<file path="config.mk">
export PLATFORM = sky130hd
export DESIGN_NAME = vbpt_queue
export DESIGN_NICKNAME = d
export VERILOG_FILES = /design/src/vbpt_pkg.sv /design/src/vbpt_queue.sv
export SDC_FILE = /design/constraint.sdc
export NUM_CORES = 1
export LEC_CHECK = 0
export ABC_AREA = 1
export BUFFER_PORTS_ARGS = -buffer_cell sky130_fd_sc_hd__buf_2
export CAP_MARGIN = 15
export CORE_UTILIZATION = 35
export CTS_CLUSTER_DIAMETER = 100
export DETAILED_ROUTE_END_ITERATION = 10
export PLACE_DENSITY = 0.57
export SKIP_CTS_REPAIR_TIMING = 1
export SLEW_MARGIN = 10
export SYNTH_ARGS = -nofsm -noshare
export SYNTH_HDL_FRONTEND = slang
export SYNTH_SLANG_ARGS = --single-unit
</file>
<file path="constraint.sdc">
create_clock -name clk -period 11.8 [get_ports clk]
set_clock_uncertainty 0.2 [all_clocks]
set_input_delay 0 -clock clk [delete_from_list [all_inputs] [get_ports clk]]
set_output_delay 0 -clock clk [all_outputs]
set_load 0.02 [all_outputs]
</file>
<file path="src/vbpt_pkg.sv">
`default_nettype none
// ----------------------------------------------------------------------------
// vbpt_pkg
// shared types and constants of the vertex batcher with planar texgen
// ----------------------------------------------------------------------------
package vbpt_pkg;

    // result status codes
    typedef enum logic [1:0] {
        ST_STORED   = 2'd0,
        ST_SKIPPED  = 2'd1,
        ST_REJECTED = 2'd2,
        ST_STARTED  = 2'd3
    } status_t;

    // polygon tracking mode of the front end
    typedef enum logic [1:0] {
        MODE_BETWEEN  = 2'd0,
        MODE_STORING  = 2'd1,
        MODE_SKIPPING = 2'd2,
        MODE_FULL     = 2'd3
    } mode_t;

    // configuration register indexes
    localparam int CFG_IDX_W = 4;
    localparam logic [CFG_IDX_W-1:0] CFG_U_AXIS_X = 4'd0;
    localparam logic [CFG_IDX_W-1:0] CFG_U_AXIS_Y = 4'd1;
    localparam logic [CFG_IDX_W-1:0] CFG_U_AXIS_Z = 4'd2;
    localparam logic [CFG_IDX_W-1:0] CFG_V_AXIS_X = 4'd3;
    localparam logic [CFG_IDX_W-1:0] CFG_V_AXIS_Y = 4'd4;
    localparam logic [CFG_IDX_W-1:0] CFG_V_AXIS_Z = 4'd5;
    localparam logic [CFG_IDX_W-1:0] CFG_U_OFFSET = 4'd6;
    localparam logic [CFG_IDX_W-1:0] CFG_V_OFFSET = 4'd7;

    // depth of the queue between front and back
    localparam int QUEUE_DEPTH = 4;

    typedef struct packed {
        logic [31:0] u_axis_x;
        logic [31:0] u_axis_y;
        logic [31:0] u_axis_z;
        logic [31:0] v_axis_x;
        logic [31:0] v_axis_y;
        logic [31:0] v_axis_z;
        logic [31:0] u_offset;
        logic [31:0] v_offset;
    } cfg_t;

    // one classified request, as handed from front to back
    typedef struct packed {
        status_t     status;
        logic [11:0] vertex_index;
        logic [10:0] poly_index;
        logic [11:0] poly_first_vertex;
        logic [12:0] poly_count_out;
        logic        first_of_poly;
        logic [12:0] total_vertices;
        logic [31:0] pos_x;
        logic [31:0] pos_y;
        logic [31:0] pos_z;
    } rec_t;

endpackage

`default_nettype wire

</file>
<file path="src/vbpt_queue.sv">
`default_nettype none
// ----------------------------------------------------------------------------
// vbpt_queue
// short record queue that decouples the front end from the texgen back end
// ----------------------------------------------------------------------------
module vbpt_queue
    import vbpt_pkg::*;
(
    input  wire logic clk,
    input  wire logic rst_n,
    input  wire logic push,
    input  wire rec_t push_data,
    output logic      full,
    input  wire logic pop,
    output rec_t      pop_data,
    output logic      empty
);

    localparam int AW = $clog2(QUEUE_DEPTH);
    localparam int NW = $clog2(QUEUE_DEPTH + 1);

    rec_t           mem [QUEUE_DEPTH];
    logic [AW-1:0]  wr_ptr_reg, wr_ptr_next;
    logic [AW-1:0]  rd_ptr_reg, rd_ptr_next;
    logic [NW-1:0]  count_reg, count_next;
    logic           do_push;
    logic           do_pop;

    assign full     = (count_reg == NW'(QUEUE_DEPTH));
    assign empty    = (count_reg == '0);
    assign do_push  = push && !full;
    assign do_pop   = pop && !empty;
    assign pop_data = mem[rd_ptr_reg];

    always_comb
    begin
        wr_ptr_next = wr_ptr_reg;
        rd_ptr_next = rd_ptr_reg;
        count_next  = count_reg;
        if (do_push)
            wr_ptr_next = (wr_ptr_reg == AW'(QUEUE_DEPTH - 1)) ? '0 : wr_ptr_reg + AW'(1);
        if (do_pop)
            rd_ptr_next = (rd_ptr_reg == AW'(QUEUE_DEPTH - 1)) ? '0 : rd_ptr_reg + AW'(1);
        if (do_push && !do_pop)
            count_next = count_reg + NW'(1);
        else if (do_pop && !do_push)
            count_next = count_reg - NW'(1);
    end

    always_ff @(posedge clk)
    begin
        if (do_push)
            mem[wr_ptr_reg] <= push_data;
    end

    always_ff @(posedge clk or negedge rst_n)
    begin
        if (!rst_n)
        begin
            wr_ptr_reg <= '0;
            rd_ptr_reg <= '0;
            count_reg  <= '0;
        end
        else
        begin
            wr_ptr_reg <= wr_ptr_next;
            rd_ptr_reg <= rd_ptr_next;
            count_reg  <= count_next;
        end
    end

endmodule

`default_nettype wire

</file>
-- After elaboration in Yosys (flattened, before gate mapping)
Memories as Yosys holds them, arrays and structs flattened.
Cells that the tools add are included.
Widths: inputs -> output; s select.
- add/subtract/negate cells: 4
- eq/ne operators: 3
- reduce and logical (&&, ||, !) cells: 10
- muxes and demuxes: 6
- operators by type and width (operator ; number):
    $mux 3 ; 2
    $add 2x1->2 const B ; 2
    $eq 2x2->1 const B ; 2
    $logic_and 1x1->1 ; 4
    $logic_not 1->1 ; 4
    $mux 2 ; 2
    $add 3x1->3 const B ; 1
    $eq 3x3->1 const B ; 1
    $logic_not 3->1 ; 1
    $sub 3x1->3 const B ; 1
    $mux 1 ; 2
    $reduce_bool 2->1 ; 1
- flip-flop bits (word level): 7
- logic and storage cells: 27
- RAM bits: 640
- memories: 1
- input bits: 164
- output and inout bits: 162
- memories (memory ; depth ; bits a word ; read ports ; clocked after memory_dff ; wr ports ; line ; text):
    mem ; 4 ; 160 ; 1 ; 0 ; 1 ; vbpt_queue.sv:22 ; rec_t mem [QUEUE_DEPTH];

-- Longest topological paths before layout
- word-level depth: 7
- gate-level depth with buffers: 12

-- Least setup slack after synthesis
OpenSTA, ideal clock, no wires.
- kind: reg2reg
- start point: register count_reg[0]
- end point: memory mem[0][0] (netlist bit), enable pin
- period minus slack after synthesis: 8.247 ns
- path buffers: 0
- library setup time: 0.683 ns
- stages on the path, launching flop included: 5
- data arrival time: 7.364 ns
- setup slack: 3.553 ns
- data required time: 10.917 ns
- cell sequence: dfrtp_1 > inv_1 > nand3_1 > nand2_1 > nor2_1
- cells in the longest elaborated chain, start to end: 5
- RTL lines (what ; line ; text):
    start, declared ; vbpt_queue.sv:25 ; logic [NW-1:0] count_reg, count_next;
    start signal, assigned ; vbpt_queue.sv:68 ; count_reg <= count_next;
    $eq 3x3->1 ; vbpt_queue.sv:29 ; assign full = (count_reg == NW'(QUEUE_DEPTH));
    $logic_not 1->1 ; vbpt_queue.sv:31 ; assign do_push = push && !full;
    $logic_and 1x1->1 ; vbpt_queue.sv:31 ;
    $mux 1 ; vbpt_queue.sv:52 ; if (do_push)
    $mux 1 (implied by the code) ; vbpt_queue.sv:53 ; mem[wr_ptr_reg] <= push_data;
    end, declared ; vbpt_queue.sv:22 ;
No other way between the ends.

==> impl_metrics.yaml <==
outcome:
  status: "finished, violations left"
  failed_checks: "negative hold slack"
yosys:
  ys_seq_elements: 647
  syn_avg_cell_area_um2: 13.3
  yosysSeqAreaShare_pct: 75.8
  synth_area_um2: 25600
  yosysUniqueCellTypes: 17
  synth_nets: 2098
  yosysWarnings: 0
  synth_cells: 1927
critical_path:
  critPathKind: "reg2out"
  cpPeakStageDelay_ns: 0.94
  r2r-end: "mem[0][55]"
  r2r_start: "count_reg[0]"
  crit_path_top_delay_cell: "buf_4"
  end_kind: "output pin"
  rrSetupSlack_ns: 7.95
  arrival_ns: 4.80
  worstRegToRegCells: 6
  cpMostUsedCell: "buf_4"
  cp-endpoint: "pop_data[84]"
  path_cells: "buf_4 -> buf_4 -> buf_4 -> o211ai_1 -> nand2_1 -> buf_2"
  cp.required_ns: 11.60
  cp_max_fo: 112
  crit_start: "rd_ptr_reg[0]"
  start_kind: "flop"
flow_run:
  cap_violations: 0
clock_tree:
  htreeDepth: 3
  cts_tree: "yes"
  numCtsBuffers: 70
  cts.sinks: 647
  cts_root_buf: "clkbuf_16"
  cts_buffer_depth: 3
  cts.clk_slew.worst_paths_ns: 0.06
  clk_latency_ns: 0.60
global_routing:
  grt_max_degree: 269
  grt_usage_pct: 15.2
  grt-ovfl-total: 0
  antenna_found_initial: 2
  grt_pass1_vias: 15033
  grt_pass1_wl_mm: 85.8
drt:
  drc: 0
  drt_pass1_iterations: 5
  avgViaCountPerCell: 4.60
  ant_nets: 0
  dr_total_vias: 16325
  drt_iter0_markers: 812
  wirelength_mm: 58.6
  wl_per_cell_um: 16.5
pwr:
  p_leak_nw: 13.1
  power.density_nw_per_um2: 243
  peakVddDrop_mv: 0.232
sta:
  fin_hold_ws_ns: -0.00698
  fin_crit_sh_pct: 42.4
  maxSlewHeadroom_pct: 18.7
  finalSetupTns_ns: 0
  finalHoldViolCount: 17
  setup_viol: 0
  post-route-min-period_ns: 5.00
  worst_pin_slew_ns: 1.22
  rsz0062_at_grt: "no"
  max_freq_mhz: 200
  slew_viol_final: 0
place:
  gp_congestion: 0.749
  dp_hpwl_mm: 32.4
  dp.cells: 3115
  numPortBuffers: 325
floorplan:
  die_area_um2: 74200
  dieHeight_um: 272
  die_x_um: 272
  coreArea_um2: 71900
  start_util_pct: 35.6
  io_pins: 326
  core.rowCount: 98
finish:
  mostFrequentLayoutCell: "edfxtp_1"
  layout.nets: 2716
  synthToLayoutAreaGrowth_pct: 30.6
  final_cell_mix: "edfxtp_1, nand2_1, inv_1"
  instances_no_fill: 3552
  largest_reg_flops: 640
  drive_gt1_share_pct: 17.1
worst_hold_path:
  hold_path.class: "in2reg"
metal layers:
layer  track usage, %  routed length [um]  share of wire (%)
met3             3.48                3020                5.1
met1             19.1               25400                 43
met4             5.43                1240                2.1
met2             25.5               28900                 49
met5                0                   0                  0
logic make-up after synthesis:
kind of cell,synth area share [%]
and+or+nand+nor,7.51
buffers and inverters,6.86
adders and majority gates,0.372
AOI/OAI and AO/OA,9.41
xor gates and xnor gates,0.0342
DFF,75.8
power breakdown:
| part | internal, W | switching (W) |
|---|---|---|
| Combinational | 0.000823 | 0.00201 |
| Sequential | 0.00302 | 0.000126 |
| Clock | 0.00125 | 0.000878 |
| Total | 0.00510 | 0.00301 |
worst max-delay path, delay by kind of cell, from the launching register on:
| kind | cells | cell delay [ns] |
|---|---|---|
| AOI/OAI and AO/OA | 1 | 0.20 |
| buffers and inverters | 4 | 2.90 |
| DFF | 1 | 0.73 |
| and+or+nand+nor | 1 | 0.16 |
metrics by stage:
step | total power (W) | setup WS (ns) | utilization [%] | area [um^2] | hold WS [ns]
2_1_floorplan | 0.00513 | 3.55 | - | 25600 | -0.496
3_3_place_gp | 0.00595 | 7.59 | 39.1 | 28100 | -0.345
3_5_place_dp | 0.00600 | 7.46 | 39.1 | 28100 | -0.345
4_1_cts | 0.00816 | 6.79 | 42.2 | 30300 | -1.01
5_1_grt | 0.00856 | 6.44 | 46.5 | 33400 | -0.00472
6_report | 0.00811 | 6.80 | 46.5 | 33400 | -0.00698
worst min path at each step:
| stage | endpoint | cells past startpoint | start |
|---|---|---|---|
| 5_1_grt | mem[1][45] | 2 | push_data[45] |
| 3_5_place_dp | rd_ptr_reg[1] | 1 | rst_n |
| 3_3_place_gp | rd_ptr_reg[1] | 1 | rst_n |
| 2_1_floorplan | count_reg[0] | 0 | rst_n |
| 6_report | mem[2][58] | 2 | push_data[58] |
| 4_1_cts | count_reg[1] | 1 | rst_n |
area by class of cell:
class	count	area [um^2]
diodes	2	5.00
flip-flops and latches	647	19400
clock inverters	41	420
fillers	6334	38400
repair buffers	652	4860
inverters	336	1270
well taps	950	1190
clock buffers	86	1810
multi-input cells	838	4460
synth_stat cells:
master / number / area share [%]
edfxtp_1: 640 / 75
nand2_1: 495 / 7.3
inv_1: 335 / 4.9
o211ai_1: 320 / 9.4
buf_2: 70 / 1.4
clkbuf_1: 31 / 0.45
dfrtp_1: 7 / 0.68
nand3_1: 7 / 0.14
ha_1: 6 / 0.29
nor2_1: 6 / 0.088
buf_1: 3 / 0.044
buf_4: 2 / 0.059
fa_1: 1 / 0.078
inv_2: 1 / 0.015
nand4_1: 1 / 0.024
o21ai_0: 1 / 0.020
xnor2_1: 1 / 0.034
No activity file was read; power rests on OpenSTA's default activity.
