File: src/vbpt_pkg.sv
`default_nettype none
// ----------------------------------------------------------------------------
// vbpt_pkg
// shared types and constants of the vertex batcher with planar texgen
// ----------------------------------------------------------------------------
package vbpt_pkg;

    // result status codes
    typedef enum logic [1:0] {
        ST_STORED   = 2'd0,
        ST_SKIPPED  = 2'd1,
        ST_REJECTED = 2'd2,
        ST_STARTED  = 2'd3
    } status_t;

    // polygon tracking mode of the front end
    typedef enum logic [1:0] {
        MODE_BETWEEN  = 2'd0,
        MODE_STORING  = 2'd1,
        MODE_SKIPPING = 2'd2,
        MODE_FULL     = 2'd3
    } mode_t;

    // configuration register indexes
    localparam int CFG_IDX_W = 4;
    localparam logic [CFG_IDX_W-1:0] CFG_U_AXIS_X = 4'd0;
    localparam logic [CFG_IDX_W-1:0] CFG_U_AXIS_Y = 4'd1;
    localparam logic [CFG_IDX_W-1:0] CFG_U_AXIS_Z = 4'd2;
    localparam logic [CFG_IDX_W-1:0] CFG_V_AXIS_X = 4'd3;
    localparam logic [CFG_IDX_W-1:0] CFG_V_AXIS_Y = 4'd4;
    localparam logic [CFG_IDX_W-1:0] CFG_V_AXIS_Z = 4'd5;
    localparam logic [CFG_IDX_W-1:0] CFG_U_OFFSET = 4'd6;
    localparam logic [CFG_IDX_W-1:0] CFG_V_OFFSET = 4'd7;

    // depth of the queue between front and back
    localparam int QUEUE_DEPTH = 4;

    typedef struct packed {
        logic [31:0] u_axis_x;
        logic [31:0] u_axis_y;
        logic [31:0] u_axis_z;
        logic [31:0] v_axis_x;
        logic [31:0] v_axis_y;
        logic [31:0] v_axis_z;
        logic [31:0] u_offset;
        logic [31:0] v_offset;
    } cfg_t;

    // one classified request, as handed from front to back
    typedef struct packed {
        status_t     status;
        logic [11:0] vertex_index;
        logic [10:0] poly_index;
        logic [11:0] poly_first_vertex;
        logic [12:0] poly_count_out;
        logic        first_of_poly;
        logic [12:0] total_vertices;
        logic [31:0] pos_x;
        logic [31:0] pos_y;
        logic [31:0] pos_z;
    } rec_t;

endpackage

`default_nettype wire

File: src/vbpt_front.sv
`default_nettype none
// ----------------------------------------------------------------------------
// vbpt_front
// classifies each request against the batch state and builds its record
// ----------------------------------------------------------------------------
module vbpt_front
    import vbpt_pkg::*;
#(
    parameter int VERTEX_CAP = 4096
) (
    input  wire logic        clk,
    input  wire logic        rst_n,
    input  wire logic        accept,
    input  wire logic        command,
    input  wire logic [15:0] poly_points,
    input  wire logic [31:0] pos_x,
    input  wire logic [31:0] pos_y,
    input  wire logic [31:0] pos_z,
    output rec_t             rec
);

    localparam int CW      = $clog2(VERTEX_CAP + 1);
    localparam int PolyCap = VERTEX_CAP / 3;
    localparam int PW      = $clog2(PolyCap + 1);
    localparam logic [31:0] Cap32     = 32'(VERTEX_CAP);
    localparam logic [31:0] PolyCap32 = 32'(PolyCap);

    mode_t          mode_reg, mode_next;
    logic [CW-1:0]  vtotal_reg, vtotal_next;
    logic [PW-1:0]  ptotal_reg, ptotal_next;
    logic [15:0]    left_reg, left_next;
    logic [CW-1:0]  start_reg, start_next;
    logic [CW-1:0]  slot_reg, slot_next;

    logic           n_zero;
    logic           n_over;
    logic           no_fit;
    logic [CW-1:0]  n_cw;
    logic [15:0]    left_dec;

    assign n_zero   = (poly_points == 16'd0);
    assign n_over   = ({16'd0, poly_points} > Cap32);
    assign no_fit   = (32'(ptotal_reg) >= PolyCap32) ||
                      ({16'd0, poly_points} > (Cap32 - 32'(vtotal_reg)));
    // only used once the count is known to be within capacity
    assign n_cw     = CW'(poly_points);
    assign left_dec = (left_reg == 16'd0) ? 16'd0 : left_reg - 16'd1;

    // next state
    always_comb
    begin
        mode_next   = mode_reg;
        vtotal_next = vtotal_reg;
        ptotal_next = ptotal_reg;
        left_next   = left_reg;
        start_next  = start_reg;
        slot_next   = slot_reg;
        if (accept)
        begin
            if (command)
            begin
                mode_next   = MODE_BETWEEN;
                vtotal_next = '0;
                ptotal_next = '0;
                left_next   = '0;
                start_next  = '0;
                slot_next   = '0;
            end
            else
            begin
                case (mode_reg)
                    MODE_FULL:
                    begin
                    end
                    MODE_SKIPPING:
                    begin
                        left_next = left_dec;
                        if (left_dec == 16'd0)
                            mode_next = MODE_BETWEEN;
                    end
                    MODE_STORING:
                    begin
                        slot_next = slot_reg + CW'(1);
                        left_next = left_reg - 16'd1;
                        if (left_reg == 16'd1)
                            mode_next = MODE_BETWEEN;
                    end
                    MODE_BETWEEN:
                    begin
                        if (n_zero)
                        begin
                        end
                        else if (n_over)
                        begin
                            left_next = poly_points - 16'd1;
                            mode_next = (poly_points == 16'd1) ? MODE_BETWEEN
                                                               : MODE_SKIPPING;
                        end
                        else if (no_fit)
                        begin
                            left_next = '0;
                            mode_next = MODE_FULL;
                        end
                        else
                        begin
                            start_next  = vtotal_reg;
                            slot_next   = vtotal_reg + CW'(1);
                            vtotal_next = vtotal_reg + n_cw;
                            ptotal_next = ptotal_reg + PW'(1);
                            left_next   = poly_points - 16'd1;
                            mode_next   = (poly_points == 16'd1) ? MODE_BETWEEN
                                                                 : MODE_STORING;
                        end
                    end
                    default:
                    begin
                    end
                endcase
            end
        end
    end

    // record for the current request
    always_comb
    begin
        logic          first;
        logic          stored;
        logic [CW-1:0] slot_cw;
        logic [CW-1:0] pfirst_cw;
        logic [CW-1:0] cnt_cw;
        logic [PW-1:0] pidx_pw;
        logic [31:0]   slot32;
        logic [31:0]   pfirst32;
        logic [31:0]   cnt32;
        logic [31:0]   pidx32;
        logic [31:0]   total32;

        first = 1'b0;
        stored = 1'b0;
        rec = '0;
        if (command)
            rec.status = ST_STARTED;
        else
        begin
            case (mode_reg)
                MODE_FULL:     rec.status = ST_REJECTED;
                MODE_SKIPPING: rec.status = ST_SKIPPED;
                MODE_STORING:
                begin
                    rec.status = ST_STORED;
                    stored = 1'b1;
                end
                MODE_BETWEEN:
                begin
                    if (n_zero || n_over)
                        rec.status = ST_SKIPPED;
                    else if (no_fit)
                        rec.status = ST_REJECTED;
                    else
                    begin
                        rec.status = ST_STORED;
                        stored = 1'b1;
                        first = 1'b1;
                    end
                end
                default:       rec.status = ST_REJECTED;
            endcase
        end

        slot_cw   = first ? vtotal_reg : slot_reg;
        pfirst_cw = first ? vtotal_reg : start_reg;
        cnt_cw    = first ? n_cw : (vtotal_reg - start_reg);
        pidx_pw   = first ? ptotal_reg : (ptotal_reg - PW'(1));
        slot32    = 32'(slot_cw);
        pfirst32  = 32'(pfirst_cw);
        cnt32     = 32'(cnt_cw);
        pidx32    = 32'(pidx_pw);
        total32   = 32'(vtotal_next);

        if (stored)
        begin
            rec.vertex_index      = slot32[11:0];
            rec.poly_index        = pidx32[10:0];
            rec.poly_first_vertex = pfirst32[11:0];
            rec.poly_count_out    = cnt32[12:0];
            rec.first_of_poly     = first;
            rec.pos_x             = pos_x;
            rec.pos_y             = pos_y;
            rec.pos_z             = pos_z;
        end
        rec.total_vertices = total32[12:0];
    end

    always_ff @(posedge clk or negedge rst_n)
    begin
        if (!rst_n)
        begin
            mode_reg   <= MODE_BETWEEN;
            vtotal_reg <= '0;
            ptotal_reg <= '0;
            left_reg   <= '0;
            start_reg  <= '0;
            slot_reg   <= '0;
        end
        else
        begin
            mode_reg   <= mode_next;
            vtotal_reg <= vtotal_next;
            ptotal_reg <= ptotal_next;
            left_reg   <= left_next;
            start_reg  <= start_next;
            slot_reg   <= slot_next;
        end
    end

endmodule

`default_nettype wire

File: config.mk
export PLATFORM = sky130hd
export DESIGN_NAME = vbpt_front
export DESIGN_NICKNAME = d
export VERILOG_FILES = /design/src/vbpt_pkg.sv /design/src/vbpt_front.sv
export SDC_FILE = /design/constraint.sdc
export NUM_CORES = 1
export LEC_CHECK = 0
export BUFFER_PORTS_ARGS = -buffer_cell sky130_fd_sc_hd__buf_2
export CAP_MARGIN = 25
export CORE_MARGIN = 10
export CORE_UTILIZATION = 51
export DETAILED_ROUTE_END_ITERATION = 10
export PLACE_DENSITY = 0.83
export SYNTH_ARGS = -nofsm -noshare
export SYNTH_HDL_FRONTEND = slang
export SYNTH_SLANG_ARGS = --single-unit
File: constraint.sdc
create_clock -name clk -period 5.5 [get_ports clk]
set_input_delay 0.275 -clock clk [delete_from_list [all_inputs] [get_ports clk]]
set_output_delay 0.275 -clock clk [all_outputs]
set_load 0.03 [all_outputs]
* Word-level counts from Yosys, hierarchy flattened *
Index checks and enable logic that the tools add are counted.

word-level totals
  input port bits = 116
  word-level logic and storage cells = 96
  flip-flop bits (word level) = 68

cells by class
  eq/ne operators = 13
  reduce and logical (&&, ||, !) cells = 13
  $lt $le $gt $ge = 3
  $add $sub $neg = 9
  muxes and demuxes = 52

operators with widths
  kind                      count
  $mux W13                  16
  $mux W96                  1
  $mux W16                  5
  $mux W11                  6
  $mux W49                  1
  $logic_not A16 Y1         3
  $pmux W16 S3              1
  $eq A16 B1 Y1 const B     2
  $gt A16 B32 Y1            1
  $sub A16 B1 Y16 const B   2
  $add A13 B1 Y13 const B   2
  $pmux W13 S2              1
  $mux W12                  2
  $mux W2                   10
  $gt A16 B13 Y1 const B    1
  $ne A3 B3 Y1 const B      5
  $reduce_and A5 Y1         3
  $sub A13 B13 Y14 const A  1
  $add A13 B13 Y13          1
  $sub A13 B13 Y13          1
  $add A11 B1 Y11 const B   1
  $ge A11 B11 Y1 const B    1
  $sub A11 B1 Y11 const B   1
  $pmux W2 S4               1
  12 further kinds          21

* Logic depth before layout (Yosys ltp) *
Gate-level depths: netlist (run 1).

  depth after elaboration = 9
  mapped depth = 18
  depth with buffers taken out = 16

* Worst setup path before layout (run 1) *
Ideal clock, no wire load.

  path type = reg-to-output
  start point = register vtotal_reg[2]
  end point = output rec[110] (netlist name)
  arrival = 4.381 ns
  setup slack = 0.844 ns
  data required time = 5.225 ns
  stages on the path, launching flop included = 14
  cells stage by stage = dfrtp_1 > buf_2 > or3_4 > or4b_4 > o31ai_4 > ha_1 > o211a_1 > a221oi_1 > o22ai_1 > a2111oi_2 > clkbuf_1 > buf_1 > nand2_1 > o31ai_1

RTL lines
  element                 RTL line           text
  start, declared         vbpt_front.sv:29   logic [CW-1:0] vtotal_reg, vtotal_next;
  start signal, assigned  vbpt_front.sv:208  vtotal_reg <= vtotal_next;
  end, declared           vbpt_front.sv:19   output rec_t rec

==> flow_summary.yaml, run 1 <==
finish:
  most-common-layout-cells: "275 x buf_2, 112 x nor2b_1, 95 x nand2_1"
  largest_reg_flops: 16
  synthToLayoutAreaGrowth_pct: 25.2
  drive_above_1_share_pct: 29.3
  final_common_cell: "buf_2"
  finalNetCount: 1360
global_route:
  grt_pass1_wl_um: 45500
  grt_pass1_vias: 7942
  antenna_found_initial: 7
  track_usage_pct: 29.0
  grt_overflow: 0
  grt_max_degree: 68
synth:
  ys_seq_elements: 67
  ys_types: 72
  syn-cell-area_mm2: 0.00727
  synthArstFlopShare_pct: 100
  seq_area_frac_synth_pct: 23.1
  synth_top_flop_cell: "dfrtp_1"
  synthCells: 950
  syn_area_per_cell_um2: 7.66
  synth_enable_flop_cells: 0
  synth_fp_nets: 1122
  yosysWarnings: 0
sta:
  fmax_ghz: 0.191
  rsz0062_at_grt: "no"
  tns_ps: 0
  min_period_ps: 5240
  setup_slack_ps: 256
  setup_viol_count_final: 0
  period_share_pct: 95.3
  finalHoldViolations: 0
  final.setup_skew_ps: 6.84
  worstMarginPinSlew_ps: 894
  relSlewSlack_pct: 40.4
  slew_violations: 0
  hold_ws_ps: 125
cts:
  root_buffer: "clkbuf_16"
  postCtsSetupBuffers: 0
  htree_levels: 3
  clk_pin_slew_ps: 60
  numCtsBuffers: 9
  cts_tree: "done"
  cts_sinks: 67
  insertion_delay_ps: 340
  clockBufferDepth: 2
  cts_hold_buf: 0
power:
  clkPwrFrac_pct: 30.3
  power_density_mw_per_mm2: 239
  power_leakage_uw: 0.00440
  power.internal_uw: 1310
  switching_share_pct: 39.8
  power_frac_seq_pct: 30.2
  ir_drop_mv: 0.148
  comb_power_share_pct: 39.5
  power_switching_uw: 866
job:
  maxCapViolations: 0
detailed_routing:
  viasPerCell: 6.07
  wl_per_cell_um: 22.1
  final_antenna_net_count: 0
  dr_wl_met3_um: 2620
  met1Wirelength_um: 11600
  num_vias: 8353
  dr.pass1.iters: 5
  drt-total-wl_um: 30300
  met2_length_um: 15000
  drcViolationCount: 0
  top_layer: "met5"
  drt_iter0_drc: 737
floorplanning:
  io_pins: 276
  dieHeight_um: 139
  fp.coreArea_mm2: 0.0139
  die_w_um: 139
  fp-row-count: 43
  die_area_mm2: 0.0194
  start_util_pct: 52.2
setup_path:
  worstPathArrival_ps: 4970
  critical_path.top_delay_family: "simple AND/OR/NAND/NOR gates"
  cp.required_ps: 5220
  r2r_setup_slack_ps: 1020
  crit_type: "reg2out"
  crit_fanout: 21
  worstSetupStartpointType: "flop"
  crit_buf_inv: 2
  slowest_stage: "nor2_2"
  rr_endpoint: "slot_reg[2]$_DFFE_PN0P_"
  r2r_cells: 13
  cpPeakStageDelay_ps: 650
  setup.worst_path.end_class: "output pin"
  timing.rr.start: "vtotal_reg[1]$_DFF_PN0_"
  startpoint: "vtotal_reg[1]$_DFF_PN0_"
  path_cells: "or3_4 > or4b_4 > nor2_1 > xor2_1 > ha_1 > nand2_1 > nor3_1 > o22ai_1 > o22ai_1 > a2111oi_4 > buf_4 > nor2_2 > nand2_1 > o21ai_0 > buf_2"
placed_design:
  gp_congestion: 0.971
  hpwl_um: 23900
  dp_slack_ps: 425
  port_buffers: 275
worst_hold_path:
  hold_path_class: "in2async"
status:
  status: "finished clean"
-- per-stage QoR --
step           area (um2)  std cells  power, uW  utilization (%)
3_3_place_gp         8730       1354       1480             62.7
6_report             9110       1376       2170             65.4
2_1_floorplan        7270        950       1270                -
3_5_place_dp         8730       1354       1500             62.7
4_1_cts              9070       1371       2160             65.1
5_1_grt              9110       1375       2290             65.3
-- power groups by stage --
stage          clock (uW)  combinational, uW  sequential [uW]
6_report              659                859              656
5_1_grt               684                943              667
4_1_cts               658                851              652
3_5_place_dp            0                841              661
3_3_place_gp            0                824              656
2_1_floorplan           0                659              612
-- kinds of logic after synthesis --
logic type / count (synthesis) / synth area share, %
muxes: 8 / 1.20
and+or+nand+nor: 396 / 29.0
buffers and inverters: 106 / 5.97
xor gates and xnor gates: 60 / 7.23
AOI/OAI and AO/OA: 257 / 23.7
DFF: 67 / 23.1
adders and majority gates: 56 / 9.84
-- metal layers --
metal | global-route usage (%) | vias to the layer above
li1 | - | 3857
met1 | 32.8 | 3938
met2 | 51.3 | 473
met3 | 7.11 | 79
met4 | 10.7 | 6
met5 | 0 | -
-- worst max path at each step --
stage | endpoint | slack (ps) | cells after the start
after floorplan | rec[110] | 840 | 13
after global placement | rec[91] | 570 | 15
after detailed placement | rec[9] | 430 | 15
after CTS | rec[96] | 120 | 14
after global routing | rec[96] | 2 | 14
final | rec[137] | 260 | 15
-- worst register-to-register path: stages (launching register included) --
cell and delay (ps):
dfrtp_1 480, or3_4 440, or4b_4 540, nor2_1 160, xor2_1 80, ha_1 330
nand2_1 80, nor3_1 430, o22ai_1 160, o22ai_1 360, a21oi_2 280, o31ai_4 750
o21ai_0 200, o21ai_0 100
-- what timing repair did --
action                                  CTS  global route
pin swaps                                 1             1
gates resized for setup                   0             1
endpoints found under the setup margin   27            39
gates cloned                              1             1
-- cell usage after synthesis, drive strengths merged (16+ instances only) --
cell    instances  share of area (%)
nand3          17                1.2
xor2           30                3.6
o21ai         102                7.8
or3            16                1.4
inv            37                1.9
clkbuf         45                2.3
nor2b         112                9.6
o31ai          22                2.6
nand2          95                4.9
nor2           51                2.7
nor3           31                2.1
a22o           18                2.2
buf            24                1.7
a21oi          45                3.1
xnor2          30                3.6
ha             54                9.3
dfrtp          67                 23
-- layout make-up --
cell class / count / area, um2
antenna: 3 / 7.51
clock buffer: 11 / 253
clock inverter: 5 / 83.8
fill: 1215 / 4830
inverter: 37 / 139
multi-input combinational: 779 / 5200
sequential: 67 / 1680
tap: 180 / 225
timing repair buffer: 294 / 1530
No activity file was read; power rests on OpenSTA's default activity.
==> run 2, diff against run 1 <==
CORE_MARGIN = 2   (was 10)
==> flow_summary.yaml, run 2 (same netlist as run 1, synthesis figures left out) <==
status:
  status: "finished clean"
finish:
  finalNetCount: 1361
  final_common_cell: "buf_2"
  num-fill-cells: 1185
  drive_above_1_share_pct: 29.1
  most-common-layout-cells: "275 x buf_2, 112 x nor2b_1, 95 x nand2_1"
  final_cells: 1376
  synthToLayoutAreaGrowth_pct: 24.8
  largest_reg_flops: 16
sta:
  min_period_ps: 5220
  relSlewSlack_pct: 39.9
  rsz0062_at_grt: "no"
  period_share_pct: 94.8
  hold_ws_ps: 132
  setup_viol_count_final: 0
  fmax_ghz: 0.192
  worstMarginPinSlew_ps: 901
  slew_violations: 0
  final.setup_skew_ps: 4.96
  finalHoldViolations: 0
  tns_ps: 0
floorplanning:
  dieHeight_um: 123
  io_pins: 276
  fp-row-count: 43
  fp.coreArea_mm2: 0.0139
  die_area_mm2: 0.0152
  die_w_um: 123
  start_util_pct: 52.4
worst_hold_path:
  hold_path_class: "in2async"
global_route:
  grt_pass1_wl_um: 43000
  grt_overflow: 0
  grt_pass1_vias: 7557
  track_usage_pct: 37.2
  grt_max_degree: 68
  antenna_found_initial: 2
cts:
  root_buffer: "clkbuf_16"
  postCtsSetupBuffers: 0
  cts_hold_buf: 0
  htree_levels: 3
  clk_pin_slew_ps: 60
  clockBufferDepth: 2
  cts_tree: "done"
  numCtsBuffers: 9
  cts_sinks: 67
  insertion_delay_ps: 340
  cts-resized-gates: 0
placed_design:
  port_buffers: 275
  hpwl_um: 22300
  dp_cells: 1357
  gp_congestion: 0.946
detailed_routing:
  num_vias: 8454
  dr.pass1.iters: 7
  final_antenna_net_count: 0
  wl_per_cell_um: 21.5
  drcViolationCount: 0
  drt-total-wl_um: 29500
  drt_iter0_drc: 827
  viasPerCell: 6.14
setup_path:
  r2r_setup_slack_ps: 1020
  r2r_cells: 14
  crit_type: "reg2out"
  crit_fanout: 32
  cp.required_ps: 5220
  setup.worst_path.end_class: "output pin"
  worstSetupStartpointType: "flop"
  worstPathArrival_ps: 4940
  timing.rr.start: "vtotal_reg[1]$_DFF_PN0_"
  startpoint: "vtotal_reg[1]$_DFF_PN0_"
  rr_endpoint: "ptotal_reg[10]$_DFFE_PN0P_"
power:
  power_density_mw_per_mm2: 235
  power_leakage_uw: 0.00439
  ir_drop_mv: 0.151
job:
  maxCapViolations: 0
[run 2: cell count changes in the layout (fill, tap and decap cells not counted), sizes merged]
cell	delta
inv	-1
buf	+2
clkbuf	+4
nor2	-1
bufinv	-1
diode	-1
clkinvlp	-2
[run 2: worst max-delay path by stage]
stage | end | cells after the start | slack, ps
final | rec[124] | 12 | 280
after global routing | rec[40] | 14 | 40
after CTS | rec[40] | 14 | 220
after detailed placement | rec[40] | 14 | 610
after global placement | rec[89] | 14 | 710
after floorplan | rec[110] | 13 | 840
[run 2: per-layer routing]
metal	vias up	global-route usage, %	wire (um)
met5	-	0	14
met4	2	14.4	1180
met3	92	9.18	3410
met2	519	61.7	13900
met1	3988	46.6	11100
li1	3853	-	-
[run 2: stage by stage]
step,setup slack (ps),area (um2),util [%],total power (uW)
floorplan,844,7270,-,1270
global placement,713,8750,63.1,1480
detailed placement,612,8750,63.1,1500
CTS,219,9060,65.3,2110
global route,35.2,9070,65.3,2250
finish,283,9070,65.4,2130
[run 2: power breakdown]
| group | leakage (uW) | switching, uW | internal, uW |
|---|---|---|---|
| combinational | 0.00333 | 535 | 326 |
| clock | 0.000150 | 223 | 389 |
| sequential | 0.000916 | 101 | 558 |
| total | 0.00439 | 859 | 1270 |
[run 2: final cells by class]
class	count	area, um2	area share (%)
well taps	180	225	2.48
repair buffers	296	1530	16.9
flip-flops and latches	67	1680	18.5
multi-input cells	778	5190	57.2
inverters	37	139	1.53
clock buffers	15	278	3.06
diodes	2	5.00	0.0552
clock inverters	1	30.0	0.331
[run 2: critical path: stages (launching register included)]
cell and delay (ps):
dfrtp_1 460, or3_4 440, or4b_4 540, o31ai_4 310
ha_1 320, o211a_1 220, a221oi_1 270, o22ai_1 210
a2111oi_4 820, buf_4 460, nand2_1 130, o21ai_0 140
buf_2 260
==> run 3, diff against run 2 <==
CORE_ASPECT_RATIO = 0.7   (was default)
CORE_UTILIZATION = 46   (was 51)
PLACE_DENSITY = 0.79   (was 0.83)
clock period = 4.2 ns   (was 5.5 ns; I/O delays follow)
==> flow_summary.yaml, run 3 (same netlist as run 1, synthesis figures left out) <==
status:
  status: "finished, violations left"
  violations: "setup timing"
global_route:
  track_usage_pct: 32.4
  gr-usage-met1_pct: 47.7
  grt_pass1_vias: 7612
  antenna_found_initial: 2
  grt_pass1_wl_um: 42600
  grt_max_degree: 56
  met3_usage_pct: 8.31
  busiest_layer: "met1"
  grt_overflow: 0
  grt_use_met2_pct: 46.7
sta:
  setup_viol_count_final: 159
  slew_violations: 0
  worstMarginPinSlew_ps: 806
  period_share_pct: 106
  finalHoldViolations: 0
  tns_ps: -29120
  final.setup_skew_ps: 8.26
  min_period_ps: 4460
  hold_ws_ps: 201
  setup_slack_ps: -260
  rsz0062_at_grt: "yes"
  fmax_ghz: 0.224
  relSlewSlack_pct: 46.3
floorplanning:
  fp.coreArea_mm2: 0.0155
  die_w_um: 154
  start_util_pct: 46.9
  fp-row-count: 38
  die_area_mm2: 0.0168
  dieHeight_um: 109
  io_pins: 276
setup_path:
  cpPeakStageDelay_ps: 560
  setup.worst_path.end_class: "output pin"
  crit_type: "reg2out"
  worstPathArrival_ps: 4250
  slowest_stage: "or4b_4"
  path_cells: "or3_4 > or4b_4 > nor2_2 > xor2_1 > ha_1 > a21oi_2 > o21ai_1 > a221oi_2 > o22ai_2 > a2111oi_4 > buf_12 > buf_12 > buf_16 > nand2_1 > o21ai_1 > buf_4"
  worstSetupStartpointType: "flop"
  crit_fanout: 10
  cp.required_ps: 3990
cts:
  root_buffer: "clkbuf_16"
  cts_tree: "done"
  clk_pin_slew_ps: 60
  htree_levels: 3
  cts_sinks: 67
  insertion_delay_ps: 340
  clockBufferDepth: 2
  numCtsBuffers: 9
finish:
  most-common-layout-cells: "132 x buf_4, 120 x buf_2, 93 x nand2_1"
  drive_above_1_share_pct: 38.9
  finalNetCount: 1409
  num-fill-cells: 1242
  final_cells: 1443
  synthToLayoutAreaGrowth_pct: 47.0
  final_common_cell: "buf_4"
  largest_reg_flops: 16
  final_area_mm2: 0.0107
detailed_routing:
  num_vias: 8594
  final_antenna_net_count: 0
  dr.pass1.iters: 5
  drt_iter0_drc: 809
  drcViolationCount: 0
  drt-total-wl_um: 29800
  viasPerCell: 5.96
  wl_per_cell_um: 20.7
job:
  maxCapViolations: 0
placed_design:
  dpl_cell_area_mm2: 0.00915
  hpwl_um: 21000
  dp_cells: 1398
  gp_congestion: 0.942
  port_buffers: 275
power:
  ir_drop_mv: 0.184
  power_leakage_uw: 0.00485
  power_density_mw_per_mm2: 264
worst_hold_path:
  hold_path_class: "in2async"
## run 3: cell types whose count changed in the layout (fill, tap and decap cells not counted), sizes merged
| cell | previous run | this run |
|---|---|---|
| buf | 296 | 336 |
| clkbuf | 15 | 20 |
| clkinv | 0 | 3 |
| diode | 2 | 1 |
| bufinv | 1 | 0 |
| inv | 37 | 36 |
| nor2 | 52 | 51 |
| clkinvlp | 0 | 2 |
| dlygate4sd3 | 0 | 1 |
## run 3: critical path: cells and delay by family, from the launching register on
kind            cells  cell delay, ps
flops               1             380
compound gates      6            1240
buf+inv             4             640
simple gates        4            1190
xor+xnor            1             170
fa+ha+maj           1             280
## run 3: what timing repair did
item,4_1_cts,5_1_grt
setup endpoints to repair,159,169
resized for setup,239,74
setup buffers,11,9
gates cloned,3,4
hold endpoints to repair,0,36
hold buffers,0,1
pin swaps,6,8
## run 3: per-layer routing
| layer | wire length, um | vias up |
|---|---|---|
| met5 | 0 | - |
| met4 | 628 | 0 |
| met3 | 3060 | 48 |
| met2 | 12900 | 488 |
| met1 | 13200 | 4111 |
| li1 | - | 3947 |
## run 3: area by class of cell
cell class	count	area, um2	share of cell area, %
Antenna cell	1	2.50	0.0234
Clock buffer	12	246	2.31
Clock inverter	4	26.3	0.246
Inverter	37	143	1.33
Multi-Input combinational cell	777	5580	52.2
Sequential cell	67	1680	15.7
Tap cell	200	250	2.34
Timing Repair Buffer	345	2770	25.9
## run 3: power by group
| part | internal (uW) | leakage (uW) | total, uW | switching [uW] |
|---|---|---|---|---|
| sequential | 730 | 0.000916 | 862 | 132 |
| combinational | 491 | 0.00380 | 1240 | 749 |
| clock | 415 | 0.000133 | 716 | 301 |
## run 3: final timing paths
path / slack [ps] / from / to / depth (start not counted)
worst max-delay path: -260 / vtotal_reg[1]$_DFF_PN0_ / rec[124] / 16
worst min-delay path: 200 / rst_n / left_reg[5]$_DFFE_PN0P_ / 2
worst max register to register: -100 / vtotal_reg[1]$_DFF_PN0_ / ptotal_reg[6]$_DFFE_PN0P_ / 17
worst min register to register: 510 / start_reg[3]$_DFFE_PN0P_ / start_reg[3]$_DFFE_PN0P_ / 1
max in group asynchronous: 3120 / rst_n / slot_reg[8]$_DFFE_PN0P_ / 4
min in group clk: 260 / poly_points[0] / left_reg[0]$_DFFE_PN0P_ / 2
## run 3: per-stage QoR
step           util [%]  power [uW]  worst slack [ps]
2_1_floorplan         -        1670              -185
3_5_place_dp       59.0        2000             -21.5
5_1_grt            69.0        2980              -390
4_1_cts            66.2        2750              -154
6_report           69.0        2820              -260
3_3_place_gp       59.0        1950              69.7
